### config.mk
export PLATFORM = sky130hd
export DESIGN_NAME = fully_associative_lru_cache_flat
export DESIGN_NICKNAME = d
export VERILOG_FILES = /design/src/sv/flru_pkg.sv /design/src/sv/flru_if.sv /design/src/sv/flru_ctrl.sv /design/src/sv/flru_dp.sv /design/src/sv/fully_associative_lru_cache.sv /design/src/flat_wrapper.sv
export SDC_FILE = /design/constraint.sdc
export NUM_CORES = 1
export LEC_CHECK = 0
export ABC_AREA = 1
export BUFFER_PORTS_ARGS = -buffer_cell sky130_fd_sc_hd__buf_2
export CORE_MARGIN = 3
export CORE_UTILIZATION = 50
export DETAILED_ROUTE_END_ITERATION = 10
export GPL_TIMING_DRIVEN = 0
export PLACE_DENSITY = 0.7
export RECOVER_POWER = 50
export SLEW_MARGIN = 15
export SYNTH_ARGS = -nofsm -noshare
export SYNTH_HDL_FRONTEND = slang
export SYNTH_SLANG_ARGS = --single-unit
### constraint.sdc
create_clock -name clk_i -period 7.4 [get_ports clk_i]
set_clock_uncertainty 0.2 [all_clocks]
set_input_delay 0.37 -clock clk_i [delete_from_list [all_inputs] [get_ports clk_i]]
set_output_delay 0.37 -clock clk_i [all_outputs]
set_load 0.03 [all_outputs]
### src/sv/flru_pkg.sv
// Package for the fully associative LRU cache model.
// Holds sizes, widths and the command and status types shared by the controller
// and the datapath. It depends on nothing.
package flru_pkg;

  localparam int ENTRIES = 8;
  localparam int IDX_W   = (ENTRIES > 1) ? $clog2(ENTRIES) : 1;
  localparam int RANK_W  = IDX_W;
  localparam int OCC_W   = $clog2(ENTRIES + 1);
  localparam int TAG_W   = 16;
  localparam int CNT_W   = 32;
  localparam int WAYS_W  = 4;
  localparam int CMP_W   = (OCC_W > WAYS_W) ? OCC_W : WAYS_W;

  localparam logic [WAYS_W-1:0] WAYS_RESET = WAYS_W'(8);

  localparam logic FUNC_ACCESS = 1'b0;
  localparam logic FUNC_CLEAR  = 1'b1;

  typedef struct packed {
    logic capture;
    logic lookup;
    logic update;
  } flru_cmd_t;

  typedef struct packed {
    logic is_clear;
    logic out_pending;
  } flru_sts_t;

endpackage

### src/sv/flru_if.sv
// Valid/ready channel interfaces for the request and the response words.
// Depends on flru_pkg for the field widths.
interface flru_req_if;
  logic                         valid;
  logic                         ready;
  logic                         func;
  logic [flru_pkg::TAG_W-1:0]   block_index;

  modport source (output valid, func, block_index, input ready);
  modport sink   (input valid, func, block_index, output ready);
endinterface

interface flru_rsp_if;
  logic                         valid;
  logic                         ready;
  logic                         hit;
  logic                         evicted_valid;
  logic [flru_pkg::TAG_W-1:0]   evicted_block;
  logic [flru_pkg::CNT_W-1:0]   hits_so_far;
  logic [flru_pkg::CNT_W-1:0]   misses_so_far;

  modport source (output valid, hit, evicted_valid, evicted_block, hits_so_far,
                  misses_so_far, input ready);
  modport sink   (input valid, hit, evicted_valid, evicted_block, hits_so_far,
                  misses_so_far, output ready);
endinterface

### src/sv/flru_ctrl.sv
// Controller for the LRU cache: sequences capture, lookup and update of one word.
// Depends on flru_pkg for the command and status types.
module flru_ctrl (
  input  logic                clk_i,
  input  logic                rst_ni,
  input  logic                req_valid_i,
  output logic                req_ready_o,
  input  logic                rsp_ready_i,
  input  flru_pkg::flru_sts_t sts_i,
  output flru_pkg::flru_cmd_t cmd_o
);

  localparam logic [1:0] S_IDLE   = 2'd0;
  localparam logic [1:0] S_LOOKUP = 2'd1;
  localparam logic [1:0] S_UPDATE = 2'd2;

  logic [1:0] state_q, state_d;

  always_comb begin
    state_d     = state_q;
    cmd_o       = '0;
    req_ready_o = 1'b0;
    case (state_q)
      S_IDLE: begin
        req_ready_o = 1'b1;
        if (req_valid_i) begin
          cmd_o.capture = 1'b1;
          state_d       = S_LOOKUP;
        end
      end
      S_LOOKUP: begin
        cmd_o.lookup = !sts_i.is_clear;
        state_d      = S_UPDATE;
      end
      S_UPDATE: begin
        if (!sts_i.out_pending || rsp_ready_i) begin
          cmd_o.update = 1'b1;
          state_d      = S_IDLE;
        end
      end
      default: begin
        state_d = S_IDLE;
      end
    endcase
  end

  always_ff @(posedge clk_i or negedge rst_ni) begin
    if (!rst_ni) begin
      state_q <= S_IDLE;
    end else begin
      state_q <= state_d;
    end
  end

endmodule

### src/sv/flru_dp.sv
// Datapath for the LRU cache: tags, valid bits, recency ranks, totals and the
// response register. Depends on flru_pkg and is driven by flru_ctrl.
module flru_dp (
  input  logic                          clk_i,
  input  logic                          rst_ni,
  input  logic                          cfg_we_i,
  input  logic [flru_pkg::WAYS_W-1:0]   cfg_wdata_i,
  input  logic                          func_i,
  input  logic [flru_pkg::TAG_W-1:0]    block_index_i,
  input  logic                          rsp_ready_i,
  input  flru_pkg::flru_cmd_t           cmd_i,
  output flru_pkg::flru_sts_t           sts_o,
  output logic                          rsp_valid_o,
  output logic                          hit_o,
  output logic                          evicted_valid_o,
  output logic [flru_pkg::TAG_W-1:0]    evicted_block_o,
  output logic [flru_pkg::CNT_W-1:0]    hits_so_far_o,
  output logic [flru_pkg::CNT_W-1:0]    misses_so_far_o
);

  localparam int N = flru_pkg::ENTRIES;

  logic [flru_pkg::WAYS_W-1:0]  ways_q;
  logic                         func_q;
  logic [flru_pkg::TAG_W-1:0]   blk_q;
  logic [flru_pkg::TAG_W-1:0]   tag_q [N];
  logic [N-1:0]                 valid_q;
  logic [flru_pkg::RANK_W-1:0]  rank_q [N];
  logic [flru_pkg::CNT_W-1:0]   hit_tot_q, miss_tot_q;

  logic                         lk_hit_q, lk_fill_q;
  logic [flru_pkg::IDX_W-1:0]   lk_slot_q, lk_free_q;
  logic [flru_pkg::RANK_W-1:0]  lk_rank_q;

  logic                         out_valid_q, out_hit_q, out_ev_q;
  logic [flru_pkg::TAG_W-1:0]   out_blk_q;
  logic [flru_pkg::CNT_W-1:0]   out_hits_q, out_miss_q;

  logic                         lk_hit_d, lk_fill_d;
  logic [flru_pkg::IDX_W-1:0]   lk_slot_d, lk_free_d, victim;
  logic [flru_pkg::RANK_W-1:0]  lk_rank_d, best;
  logic                         found, free_found;
  logic [flru_pkg::OCC_W-1:0]   used;
  logic [flru_pkg::CMP_W-1:0]   used_ext, ways_ext;
  logic [flru_pkg::CNT_W-1:0]   hit_tot_d, miss_tot_d;

  // Lookup: tag compare, occupancy, first free entry and the least recent entry.
  always_comb begin
    lk_hit_d   = 1'b0;
    lk_slot_d  = '0;
    free_found = 1'b0;
    lk_free_d  = '0;
    found      = 1'b0;
    victim     = '0;
    best       = '0;
    used       = flru_pkg::OCC_W'($countones(valid_q));
    for (int i = 0; i < N; i++) begin
      if (valid_q[i] && !lk_hit_d && tag_q[i] == blk_q) begin
        lk_hit_d  = 1'b1;
        lk_slot_d = flru_pkg::IDX_W'(i);
      end
      if (!valid_q[i] && !free_found) begin
        free_found = 1'b1;
        lk_free_d  = flru_pkg::IDX_W'(i);
      end
      if (valid_q[i] && (!found || rank_q[i] > best)) begin
        found  = 1'b1;
        best   = rank_q[i];
        victim = flru_pkg::IDX_W'(i);
      end
    end
    used_ext = flru_pkg::CMP_W'(used);
    ways_ext = flru_pkg::CMP_W'(ways_q);
    if (ways_ext == '0) begin
      ways_ext = flru_pkg::CMP_W'(1);
    end else if (ways_ext > flru_pkg::CMP_W'(N)) begin
      ways_ext = flru_pkg::CMP_W'(N);
    end
    lk_fill_d = used_ext < ways_ext;
    lk_rank_d = lk_hit_d ? rank_q[lk_slot_d] : best;
    if (!lk_hit_d && !lk_fill_d) begin
      lk_slot_d = victim;
    end
  end

  always_comb begin
    hit_tot_d  = hit_tot_q;
    miss_tot_d = miss_tot_q;
    if (func_q == flru_pkg::FUNC_CLEAR) begin
      hit_tot_d  = '0;
      miss_tot_d = '0;
    end else if (lk_hit_q) begin
      if (hit_tot_q != '1) hit_tot_d = hit_tot_q + flru_pkg::CNT_W'(1);
    end else begin
      if (miss_tot_q != '1) miss_tot_d = miss_tot_q + flru_pkg::CNT_W'(1);
    end
  end

  always_ff @(posedge clk_i) begin
    if (cmd_i.capture) begin
      func_q <= func_i;
      blk_q  <= block_index_i;
    end
    if (cmd_i.lookup) begin
      lk_slot_q <= lk_slot_d;
      lk_free_q <= lk_free_d;
      lk_rank_q <= lk_rank_d;
    end
    if (cmd_i.update && func_q == flru_pkg::FUNC_ACCESS && !lk_hit_q) begin
      if (lk_fill_q) begin
        tag_q[lk_free_q] <= blk_q;
      end else begin
        tag_q[lk_slot_q] <= blk_q;
      end
    end
    if (cmd_i.update) begin
      out_hit_q  <= (func_q == flru_pkg::FUNC_ACCESS) && lk_hit_q;
      out_ev_q   <= (func_q == flru_pkg::FUNC_ACCESS) && !lk_hit_q && !lk_fill_q;
      out_blk_q  <= ((func_q == flru_pkg::FUNC_ACCESS) && !lk_hit_q && !lk_fill_q) ?
                    tag_q[lk_slot_q] : '0;
      out_hits_q <= hit_tot_d;
      out_miss_q <= miss_tot_d;
    end
  end

  always_ff @(posedge clk_i or negedge rst_ni) begin
    if (!rst_ni) begin
      ways_q      <= flru_pkg::WAYS_RESET;
      valid_q     <= '0;
      hit_tot_q   <= '0;
      miss_tot_q  <= '0;
      lk_hit_q    <= 1'b0;
      lk_fill_q   <= 1'b0;
      out_valid_q <= 1'b0;
      for (int i = 0; i < N; i++) rank_q[i] <= '0;
    end else begin
      if (cfg_we_i) ways_q <= cfg_wdata_i;
      if (cmd_i.lookup) begin
        lk_hit_q  <= lk_hit_d;
        lk_fill_q <= lk_fill_d;
      end
      if (cmd_i.update) begin
        out_valid_q <= 1'b1;
        hit_tot_q   <= hit_tot_d;
        miss_tot_q  <= miss_tot_d;
        if (func_q == flru_pkg::FUNC_CLEAR) begin
          valid_q <= '0;
          for (int i = 0; i < N; i++) rank_q[i] <= '0;
        end else if (!lk_hit_q && lk_fill_q) begin
          for (int i = 0; i < N; i++) begin
            if (valid_q[i]) rank_q[i] <= rank_q[i] + flru_pkg::RANK_W'(1);
          end
          valid_q[lk_free_q] <= 1'b1;
          rank_q[lk_free_q]  <= '0;
        end else begin
          // A hit or an eviction makes the slot the most recent; younger
          // entries age by one.
          for (int i = 0; i < N; i++) begin
            if (valid_q[i] && flru_pkg::IDX_W'(i) != lk_slot_q && rank_q[i] < lk_rank_q) begin
              rank_q[i] <= rank_q[i] + flru_pkg::RANK_W'(1);
            end
          end
          rank_q[lk_slot_q] <= '0;
        end
      end else if (rsp_ready_i) begin
        out_valid_q <= 1'b0;
      end
    end
  end

  assign sts_o.is_clear    = func_q;
  assign sts_o.out_pending = out_valid_q;
  assign rsp_valid_o       = out_valid_q;
  assign hit_o             = out_hit_q;
  assign evicted_valid_o   = out_ev_q;
  assign evicted_block_o   = out_blk_q;
  assign hits_so_far_o     = out_hits_q;
  assign misses_so_far_o   = out_miss_q;

endmodule

### src/sv/fully_associative_lru_cache.sv
// Top level of the fully associative LRU cache hit/miss model.
// Depends on flru_pkg, flru_if, flru_ctrl and flru_dp.
//
//   port         dir   role
//   req_i        in    request word: func, block_index
//   rsp_o        out   response word: hit, eviction, running totals
//   cfg_we_i     in    write strobe for ways_in_use (cfg_wdata_i)
//
// Each word is handled in order: capture, lookup over all entries, update.
// A new request is taken only once the previous word has finished its update.
// The update waits while an earlier response is still held and not taken.
// Reset empties the cache, zeroes both totals and sets ways_in_use to eight.
module fully_associative_lru_cache (
  input  logic                         clk_i,
  input  logic                         rst_ni,
  input  logic                         cfg_we_i,
  input  logic [flru_pkg::WAYS_W-1:0]  cfg_wdata_i,
  flru_req_if.sink                     req_i,
  flru_rsp_if.source                   rsp_o
);

  flru_pkg::flru_cmd_t cmd;
  flru_pkg::flru_sts_t sts;

  flru_ctrl u_ctrl (
    .clk_i       (clk_i),
    .rst_ni      (rst_ni),
    .req_valid_i (req_i.valid),
    .req_ready_o (req_i.ready),
    .rsp_ready_i (rsp_o.ready),
    .sts_i       (sts),
    .cmd_o       (cmd)
  );

  flru_dp u_dp (
    .clk_i           (clk_i),
    .rst_ni          (rst_ni),
    .cfg_we_i        (cfg_we_i),
    .cfg_wdata_i     (cfg_wdata_i),
    .func_i          (req_i.func),
    .block_index_i   (req_i.block_index),
    .rsp_ready_i     (rsp_o.ready),
    .cmd_i           (cmd),
    .sts_o           (sts),
    .rsp_valid_o     (rsp_o.valid),
    .hit_o           (rsp_o.hit),
    .evicted_valid_o (rsp_o.evicted_valid),
    .evicted_block_o (rsp_o.evicted_block),
    .hits_so_far_o   (rsp_o.hits_so_far),
    .misses_so_far_o (rsp_o.misses_so_far)
  );

  a_one_at_a_time: assert property (@(posedge clk_i) disable iff (!rst_ni)
    req_i.valid && req_i.ready |=> !req_i.ready)
    else $error("request taken while a word is in progress");

  a_hit_no_evict: assert property (@(posedge clk_i) disable iff (!rst_ni)
    rsp_o.valid && rsp_o.hit |-> !rsp_o.evicted_valid)
    else $error("hit reported together with an eviction");

  a_no_evict_zero: assert property (@(posedge clk_i) disable iff (!rst_ni)
    rsp_o.valid && !rsp_o.evicted_valid |-> rsp_o.evicted_block == '0)
    else $error("evicted block not zero without an eviction");

endmodule
### src/flat_wrapper.sv
// flat-port wrapper written by rule: the top's interface ports become plain ports
module fully_associative_lru_cache_flat 
  (clk_i, rst_ni, cfg_we_i, cfg_wdata_i, req_i_valid, req_i_func, req_i_block_index, req_i_ready, rsp_o_valid, rsp_o_hit, rsp_o_evicted_valid, rsp_o_evicted_block, rsp_o_hits_so_far, rsp_o_misses_so_far, rsp_o_ready);
  flru_req_if req_i_i ();
  flru_rsp_if rsp_o_i ();
  input  logic clk_i;
  input  logic rst_ni;
  input  logic cfg_we_i;
  input  logic [flru_pkg::WAYS_W-1:0] cfg_wdata_i;
  input wire logic [$bits(req_i_i.valid)-1:0] req_i_valid;
  input wire logic [$bits(req_i_i.func)-1:0] req_i_func;
  input wire logic [$bits(req_i_i.block_index)-1:0] req_i_block_index;
  output wire logic [$bits(req_i_i.ready)-1:0] req_i_ready;
  output wire logic [$bits(rsp_o_i.valid)-1:0] rsp_o_valid;
  output wire logic [$bits(rsp_o_i.hit)-1:0] rsp_o_hit;
  output wire logic [$bits(rsp_o_i.evicted_valid)-1:0] rsp_o_evicted_valid;
  output wire logic [$bits(rsp_o_i.evicted_block)-1:0] rsp_o_evicted_block;
  output wire logic [$bits(rsp_o_i.hits_so_far)-1:0] rsp_o_hits_so_far;
  output wire logic [$bits(rsp_o_i.misses_so_far)-1:0] rsp_o_misses_so_far;
  input wire logic [$bits(rsp_o_i.ready)-1:0] rsp_o_ready;
  assign req_i_i.valid = req_i_valid;
  assign req_i_i.func = req_i_func;
  assign req_i_i.block_index = req_i_block_index;
  assign req_i_ready = req_i_i.ready;
  assign rsp_o_valid = rsp_o_i.valid;
  assign rsp_o_hit = rsp_o_i.hit;
  assign rsp_o_evicted_valid = rsp_o_i.evicted_valid;
  assign rsp_o_evicted_block = rsp_o_i.evicted_block;
  assign rsp_o_hits_so_far = rsp_o_i.hits_so_far;
  assign rsp_o_misses_so_far = rsp_o_i.misses_so_far;
  assign rsp_o_i.ready = rsp_o_ready;
  fully_associative_lru_cache u_core (.clk_i(clk_i), .rst_ni(rst_ni), .cfg_we_i(cfg_we_i), .cfg_wdata_i(cfg_wdata_i), .req_i(req_i_i), .rsp_o(rsp_o_i));
endmodule
# Word level (Yosys, flattened, before mapping)
# Memory sizes are Yosys's and may differ from the RTL's. A register that Yosys moved wholly into a read port is not among the register bits.
# Index checks and enable logic that the tools add are counted.
[op_classes]
n_addsub = 17
magnitude_cmp = 24
n_eq_ne = 21
n_mux = 157
n_bitwise = 9
n_reduce_logical = 107
[ops]
columns = ["op", "n"]
rows = [
  ["3-bit 2-to-1 mux", 92],
  ["32-bit 2-to-1 mux", 6],
  ["16-bit == test", 8],
  ["32-bit by 1-bit adder with 32-bit output (second input constant)", 2],
  ["32-bit inequality test (second input constant)", 2],
  ["1-bit logical AND", 55],
  ["24-bit bitwise AND", 2],
  ["24-bit 2-to-1 mux", 2],
  ["24-bit NOT", 2],
  ["1-bit 2-to-1 mux", 42],
  ["1-bit zero test", 34],
  ["3-bit by 1-bit adder with 3-bit output (second input constant)", 8],
  ["3-bit < comparator", 8],
  ["3-bit greater-than comparator", 7],
  ["3-bit demux with 3-bit select", 2],
  ["16-bit 2-to-1 mux", 1],
  ["8-bit 2-to-1 mux", 2],
  ["16-bit OR reduction", 1],
  ["4-bit >= comparator (second input constant)", 3],
  ["3-bit inequality test (first input constant)", 4],
  ["3-bit NOT with 4-bit output", 3],
  ["2-bit 2-to-1 mux", 5],
  ["3-bit binary-select mux with 3-bit select", 1],
  ["1-bit by 1-bit adder with 2-bit output", 4],
  ["25 further kinds", 39],
]
[word_totals]
reg_bits = 197
ramBits = 128
input_bits = 26
out_inout_bits = 84
word_cells = 363
n_memories = 1
[mem_list]
columns = ["name", "words", "width", "rd", "rd_clocked_by_memory_dff", "wr", "line_no", "rtl"]
rows = [
  ["u_core.u_dp.tag_q", 8, 16, 9, 1, 1, "flru_dp.sv:26", "logic [flru_pkg::TAG_W-1:0] tag_q [N];"],
]

# Depth between registers and ports, before layout
# An unclocked memory read counts as a cell.
[logic_depth]
depth_word = 37
mapped_depth = 62
depth_no_buf = 62

# Modules after synthesis
# Synthesis repeated with hierarchy kept, for this count alone.
[hier_totals]
hier_cells = 2573
hier_area_um2 = 20798.7
[by_module_without_submodules]
columns = ["mod", "n_inst", "cells_per_inst", "area_per_inst_um2", "seq_area_each_um2"]
rows = [
  ["flru_dp", 1, 2558, 20687.3, 9665.5],
  ["flru_ctrl", 1, 15, 111.4, 50.0],
]

# Least setup slack after synthesis
# No wires, ideal clock.
[synth_path]
path_kind = "register to register"
start = "register u_core.u_dp.valid_q[0]"
end = "register u_core.u_dp.lk_slot_q[1] in the netlist's numbering (data pin)"
setup_ps = 258
t_arrival_ps = 7202
required_time_ps = 6942
setup_slack_ps = -260
stages_incl_launch_ff = 62
n_path_buf = 0
synth_period_minus_slack_ps = 7660
path_cell_list = "dfrtp_1 nand2_1 ha_1 a21oi_1 nand2_1 nand2_1 nand2_1 nand2_1 nand2_1 o21ai_1 ha_1 a21oi_1 o21ai_0 nand2_1 nand2_1 nand2_1 nand2_1 o21ai_1 [... 26 more ...] ha_1 nand2_1 o21ai_0 nand2_1 o21ai_0 nand2_1 inv_1 nand2_1 and2_1 ha_1 a21oi_1 o21ai_0 nand2_1 a21oi_1 inv_1 nand2_1 o31ai_1 inv_1"
[synth_via]
elab_chain_len = 33
elab_cells_between_ends = 92
cone_classes = "add/sub: 3; order compare: 8; mux: 35; reduce/logical: 46"
[synth_lines]
columns = ["element", "line_no", "rtl"]
rows = [
  ["start, declared", "flru_dp.sv:27", "logic [N-1:0] valid_q;"],
  ["start signal, assigned", "flru_dp.sv:129", "valid_q <= '0;"],
  ["start signal, assigned", "flru_dp.sv:147", "valid_q <= '0;"],
  ["start signal, assigned by index", "flru_dp.sv:153", "valid_q[lk_free_q] <= 1'b1;"],
  ["branches (longest 32 deep; another with 3-bit greater-than comparator)", "n/a", ""],
  ["3-bit 2-to-1 mux *", "flru_dp.sv:81", "if (!lk_hit_d && !lk_fill_d) begin"],
  ["named net u_core.u_dp.lk_slot_d (one bit)", "flru_dp.sv:40", "logic [flru_pkg::IDX_W-1:0] lk_slot_d, lk_free_d, victim;"],
  ["end signal, assigned", "flru_dp.sv:105", "lk_slot_q <= lk_slot_d;"],
  ["end, declared", "flru_dp.sv:32", "logic [flru_pkg::IDX_W-1:0] lk_slot_q, lk_free_q;"],
]
# Mark *: on every way through the listed nets, which the timed path passes.
# A chain may end at the register's enable or synchronous reset.

# Final worst setup path
[layout_path]
start = "register u_core.u_dp.valid_q[0]"
end = "register u_core.u_dp.lk_rank_q[0] in the netlist's numbering (data pin)"
[layout_via]
elab_chain_len = 35
elab_cells_between_ends = 85
cone_classes = "order compare: 7; mux: 34; bitwise: 1; reduce/logical: 43"
[layout_lines]
columns = ["element", "line_no", "rtl"]
rows = [
  ["branches (longest 34 deep; another with 3-bit greater-than comparator)", "n/a", ""],
  ["3-bit 2-to-1 mux *", "flru_dp.sv:80", "lk_rank_d = lk_hit_d ? rank_q[lk_slot_d] : best;"],
  ["named net u_core.u_dp.lk_rank_d (one bit)", "flru_dp.sv:41", "logic [flru_pkg::RANK_W-1:0] lk_rank_d, best;"],
  ["end signal, assigned", "flru_dp.sv:107", "lk_rank_q <= lk_rank_d;"],
  ["end, declared", "flru_dp.sv:33", "logic [flru_pkg::RANK_W-1:0] lk_rank_q;"],
]
# Mark *: on every way through the listed nets, which the timed path passes. The select of a mux whose other input is x is not followed.

==> metrics.log <==
INFO  metric place.detailed.instances = 3,183
INFO  metric totalWireLength = 75,990 um
INFO  metric fin_hold_ws = 0.2986 ns
INFO  metric pre_cts_ws = -1.396 ns
INFO  metric finalNetCount = 2,840
INFO  metric drt_iter0_drc = 2,110
INFO  metric synth_async_sr_flop_share = 0.3079
INFO  metric grt_start_max_net_pins = 74
INFO  metric timing.critical_path.to_type = flop
INFO  metric stdcell_count = 3,317
INFO  metric avgViaCountPerCell = 5.892
INFO  metric outcome = finished, violations left
INFO  metric via_count = 19,540
INFO  metric grt_setup_unrepaired = yes
INFO  metric clockRootBuffer = clkbuf_16
INFO  metric drt_first_pass_iters = 5
INFO  metric effective_utilization_at_floorplan = 0.5077
INFO  metric synth.top_cells.by_count = 671 x nand2_1, 265 x inv_1, 258 x nor2_1
INFO  metric synth-edff-count = 236
INFO  metric cts_buffers = 40
INFO  metric rows = 74
INFO  metric violations = max-capacitance violations, max-slew violations, negative setup slack
INFO  metric cp_data_required_time = 7.51 ns
INFO  metric worstPathMaxFanout = 7
INFO  metric n_fill_cell = 3,663
INFO  metric clk_latency = 0.58 ns
INFO  metric syn-instance-count = 2,529
INFO  metric crit_arrival = 7.90 ns
INFO  metric grt_overflow = 0
INFO  metric synth.net_count = 2,616
INFO  metric hpwl_after_dpl = 57,240 um
INFO  metric syn-mean-instance-area = 8.215 um2
INFO  metric worstSetupStartpointType = flop
INFO  metric routedWlPerCell = 22.91 um
INFO  metric synthesis.area = 20,780 um2
INFO  metric yosysUniqueCellTypes = 63
INFO  metric design.core.area = 40,920 um2
INFO  metric timing.critical_path.mode_cell = nand2_2
INFO  metric grt_busiest_layer = met2
INFO  metric global_route_wire_length_before_repair = 111,200 um
INFO  metric fin_crit = 7.789 ns
INFO  metric worst_slack = -0.3892 ns
INFO  metric synth_top_area_cell = edfxtp_1
INFO  metric top_level_ports = 110
INFO  metric count_leader_synth = nand2_1
INFO  metric number_of_design_rule_violations_left_after_detail_routing = 0
INFO  metric slowest_delay = 0.53 ns
INFO  metric power-per-cell-area = 369.1 nW/um2
INFO  metric yosys_warnings = 0
INFO  metric post_route_cells_drive_above_1_share = 0.1321
INFO  metric gp_congestion = 1.076
INFO  metric max-clock-path-buffers = 3
INFO  metric ys_dominant_reg_cell = edfxtp_1
INFO  metric crit_type = reg2reg
INFO  metric antenna_found_initial = 0
INFO  metric worst_setup_hold_path_clk_slew = 0.06 ns
INFO  metric first_global_vias = 18,360
INFO  metric seq_area_frac_synth = 0.4676
INFO  metric timing.max_cap.violations = 2
INFO  metric grt.total_usage = 0.3335
INFO  metric peakVddDrop = 0.3206 mV
INFO  metric diodes = 0
INFO  metric worstMarginPinSlew = 4.425 ns
INFO  metric synth_area_leaders = edfxtp_1 34%, dfrtp_1 13%, nand2_1 12%, inv_1 4.8%, nor2_1 4.7%
INFO  metric fin_total_pwr = 9.027 mW
INFO  metric achievable-frequency = 128.4 MHz
INFO  metric finalCritPeriodShare = 1.053
INFO  metric synth_largest_type_area_fraction = 0.3411
INFO  metric worst_slew_margin_rel = -1.950
INFO  metric area_growth_from_synthesis_to_layout = 17.71%
INFO  metric final-hold-violation-count = 0
INFO  metric tritoncts_num_sinks = 341
INFO  metric p_leak = 10.16 nW
INFO  metric grt_use_met1 = 0.4616
INFO  metric post_synthesis_register_bit_count = 341
INFO  metric report.final.setup_viol = 6
INFO  metric placement.io_buffers = 109
INFO  metric hp-class = in2reg
INFO  metric report.final.slew_viol_count = 108
INFO  metric cts_tree = done
INFO  metric use_met3 = 0.05725
INFO  metric grt_use_met2 = 0.5279
INFO  metric die_w = 209.8 um
INFO  metric ant_nets = 0
INFO  metric ctsHtreeMaxLevel = 2
INFO  metric critPathSlowestCell = dfrtp_4
INFO  metric floorplan.die.height = 209.8 um
INFO  metric design.die.area = 44,030 um2
## path summary, 6_finish.rpt
| check | cells past startpoint | slack (ns) | end | from |
|---|---|---|---|---|
| worst max-delay path | 61 | -0.39 | u_core.u_dp.lk_rank_q[0] | u_core.u_dp.valid_q[0] |
| worst min-delay path | 2 | 0.30 | u_core.u_dp.blk_q[2] | req_i_block_index[2] |
| worst max register to register | 61 | -0.39 | u_core.u_dp.lk_rank_q[0] | u_core.u_dp.valid_q[0] |
| worst min register to register | 1 | 0.33 | u_core.u_ctrl.state_q[0] | u_core.u_ctrl.state_q[0] |
| max in group asynchronous | 3 | 0.59 | u_core.u_dp.valid_q[0] | rst_ni |
| min in group asynchronous | 2 | 0.73 | u_core.u_dp.miss_tot_q[18] | rst_ni |
## layer usage
metal	vias to the layer above	wire length, um
met5	-	0
met4	0	3019
met3	192	6848
met2	1028	34250
met1	9301	31870
li1	9022	-
## what timing repair did
action	in CTS	in global routing
resized for setup	72	59
buffers inserted	24	7
pin swaps	46	49
hold endpoints to repair	128	0
endpoints found under the setup margin	6	6
hold buffers	30	0
## placed cells by master, fill, tap and decap left out, drive strengths merged, types with 4 or more instances in the layout
cell / netlist / layout
buf: 33 / 96
nand3b: 6 / 6
nand4: 59 / 59
a31oi: 10 / 10
edfxtp: 236 / 236
o2111ai: 12 / 12
xnor2: 22 / 22
clkbuf: 44 / 185
nor3b: 7 / 7
o22ai: 41 / 41
nand3: 108 / 108
xor2: 57 / 57
nor2: 274 / 274
a21oi: 92 / 92
dfrtp: 104 / 104
ha: 57 / 57
dlygate4sd3: 0 / 30
a221oi: 11 / 11
o311ai: 6 / 6
nor3: 72 / 72
inv: 300 / 298
clkinv: 5 / 24
a311oi: 24 / 24
fa: 4 / 4
or2: 17 / 17
o21ai: 177 / 177
a211oi: 18 / 18
nand2: 689 / 689
nor4: 19 / 19
## sequential cells by signal, indices dropped and copies added, names as in the netlist, 2 cells and up
signal,flops
u_core.u_dp.hit_tot_q,32
u_core.u_dp.lk_free_q,3
u_core.u_dp.valid_q,8
u_core.u_dp.rank_q,24
u_core.u_dp.miss_tot_q,32
u_core.u_dp.evicted_block_o,16
u_core.u_dp.tag_q,128
u_core.u_dp.lk_rank_q,3
u_core.u_ctrl.state_q,2
u_core.u_dp.blk_q,16
u_core.u_dp.misses_so_far_o,32
u_core.u_dp.hits_so_far_o,32
u_core.u_dp.ways_q,4
u_core.u_dp.lk_slot_q,3
## critical path: cells and delay by family (launching register included)
kind,cells,cell delay [ns]
and+or+nand+nor,31,2.52
adders and majority gates,8,1.90
AOI/OAI and AO/OA,16,1.78
buffers and inverters,6,0.54
DFF,1,0.53
## logic make-up after synthesis
group,after synthesis,synth area share
fa+ha+maj,61,0.03818
simple gates,1258,0.2667
mux,2,0.001084
flops,341,0.4676
buf+inv,382,0.07504
compound gates,406,0.1180
xor+xnor,79,0.03330
## power by group
group / total (mW) / internal [mW] / switching [mW]
registers: 2.84 / 2.47 / 0.366
clock network: 1.99 / 1.16 / 0.823
logic: 4.20 / 1.47 / 2.74
total: 9.03 / 5.10 / 3.92
## area by class of cell
| cell class | instances | area (um2) | area share |
|---|---|---|---|
| Multi-Input combinational cell | 1806 | 10080 | 0.4121 |
| Sequential cell | 341 | 9719 | 0.3974 |
| Inverter | 305 | 1152 | 0.04712 |
| Timing Repair Buffer | 182 | 1131 | 0.04625 |
| Clock buffer | 52 | 1110 | 0.04538 |
| Tap cell | 532 | 665.6 | 0.02722 |
| Buffer | 77 | 410.4 | 0.01678 |
| Clock inverter | 22 | 188.9 | 0.007725 |
## through the flow
step,area (um2),utilization,TNS (ns)
2_1_floorplan,20820,-,0
3_3_place_gp,22030,0.5382,-6.011
3_5_place_dp,22250,0.5437,-7.506
4_1_cts,24310,0.5940,-0.4717
5_1_grt,24460,0.5976,-5.063
6_report,24460,0.5976,-2.126
No activity file was read; power rests on OpenSTA's default activity.
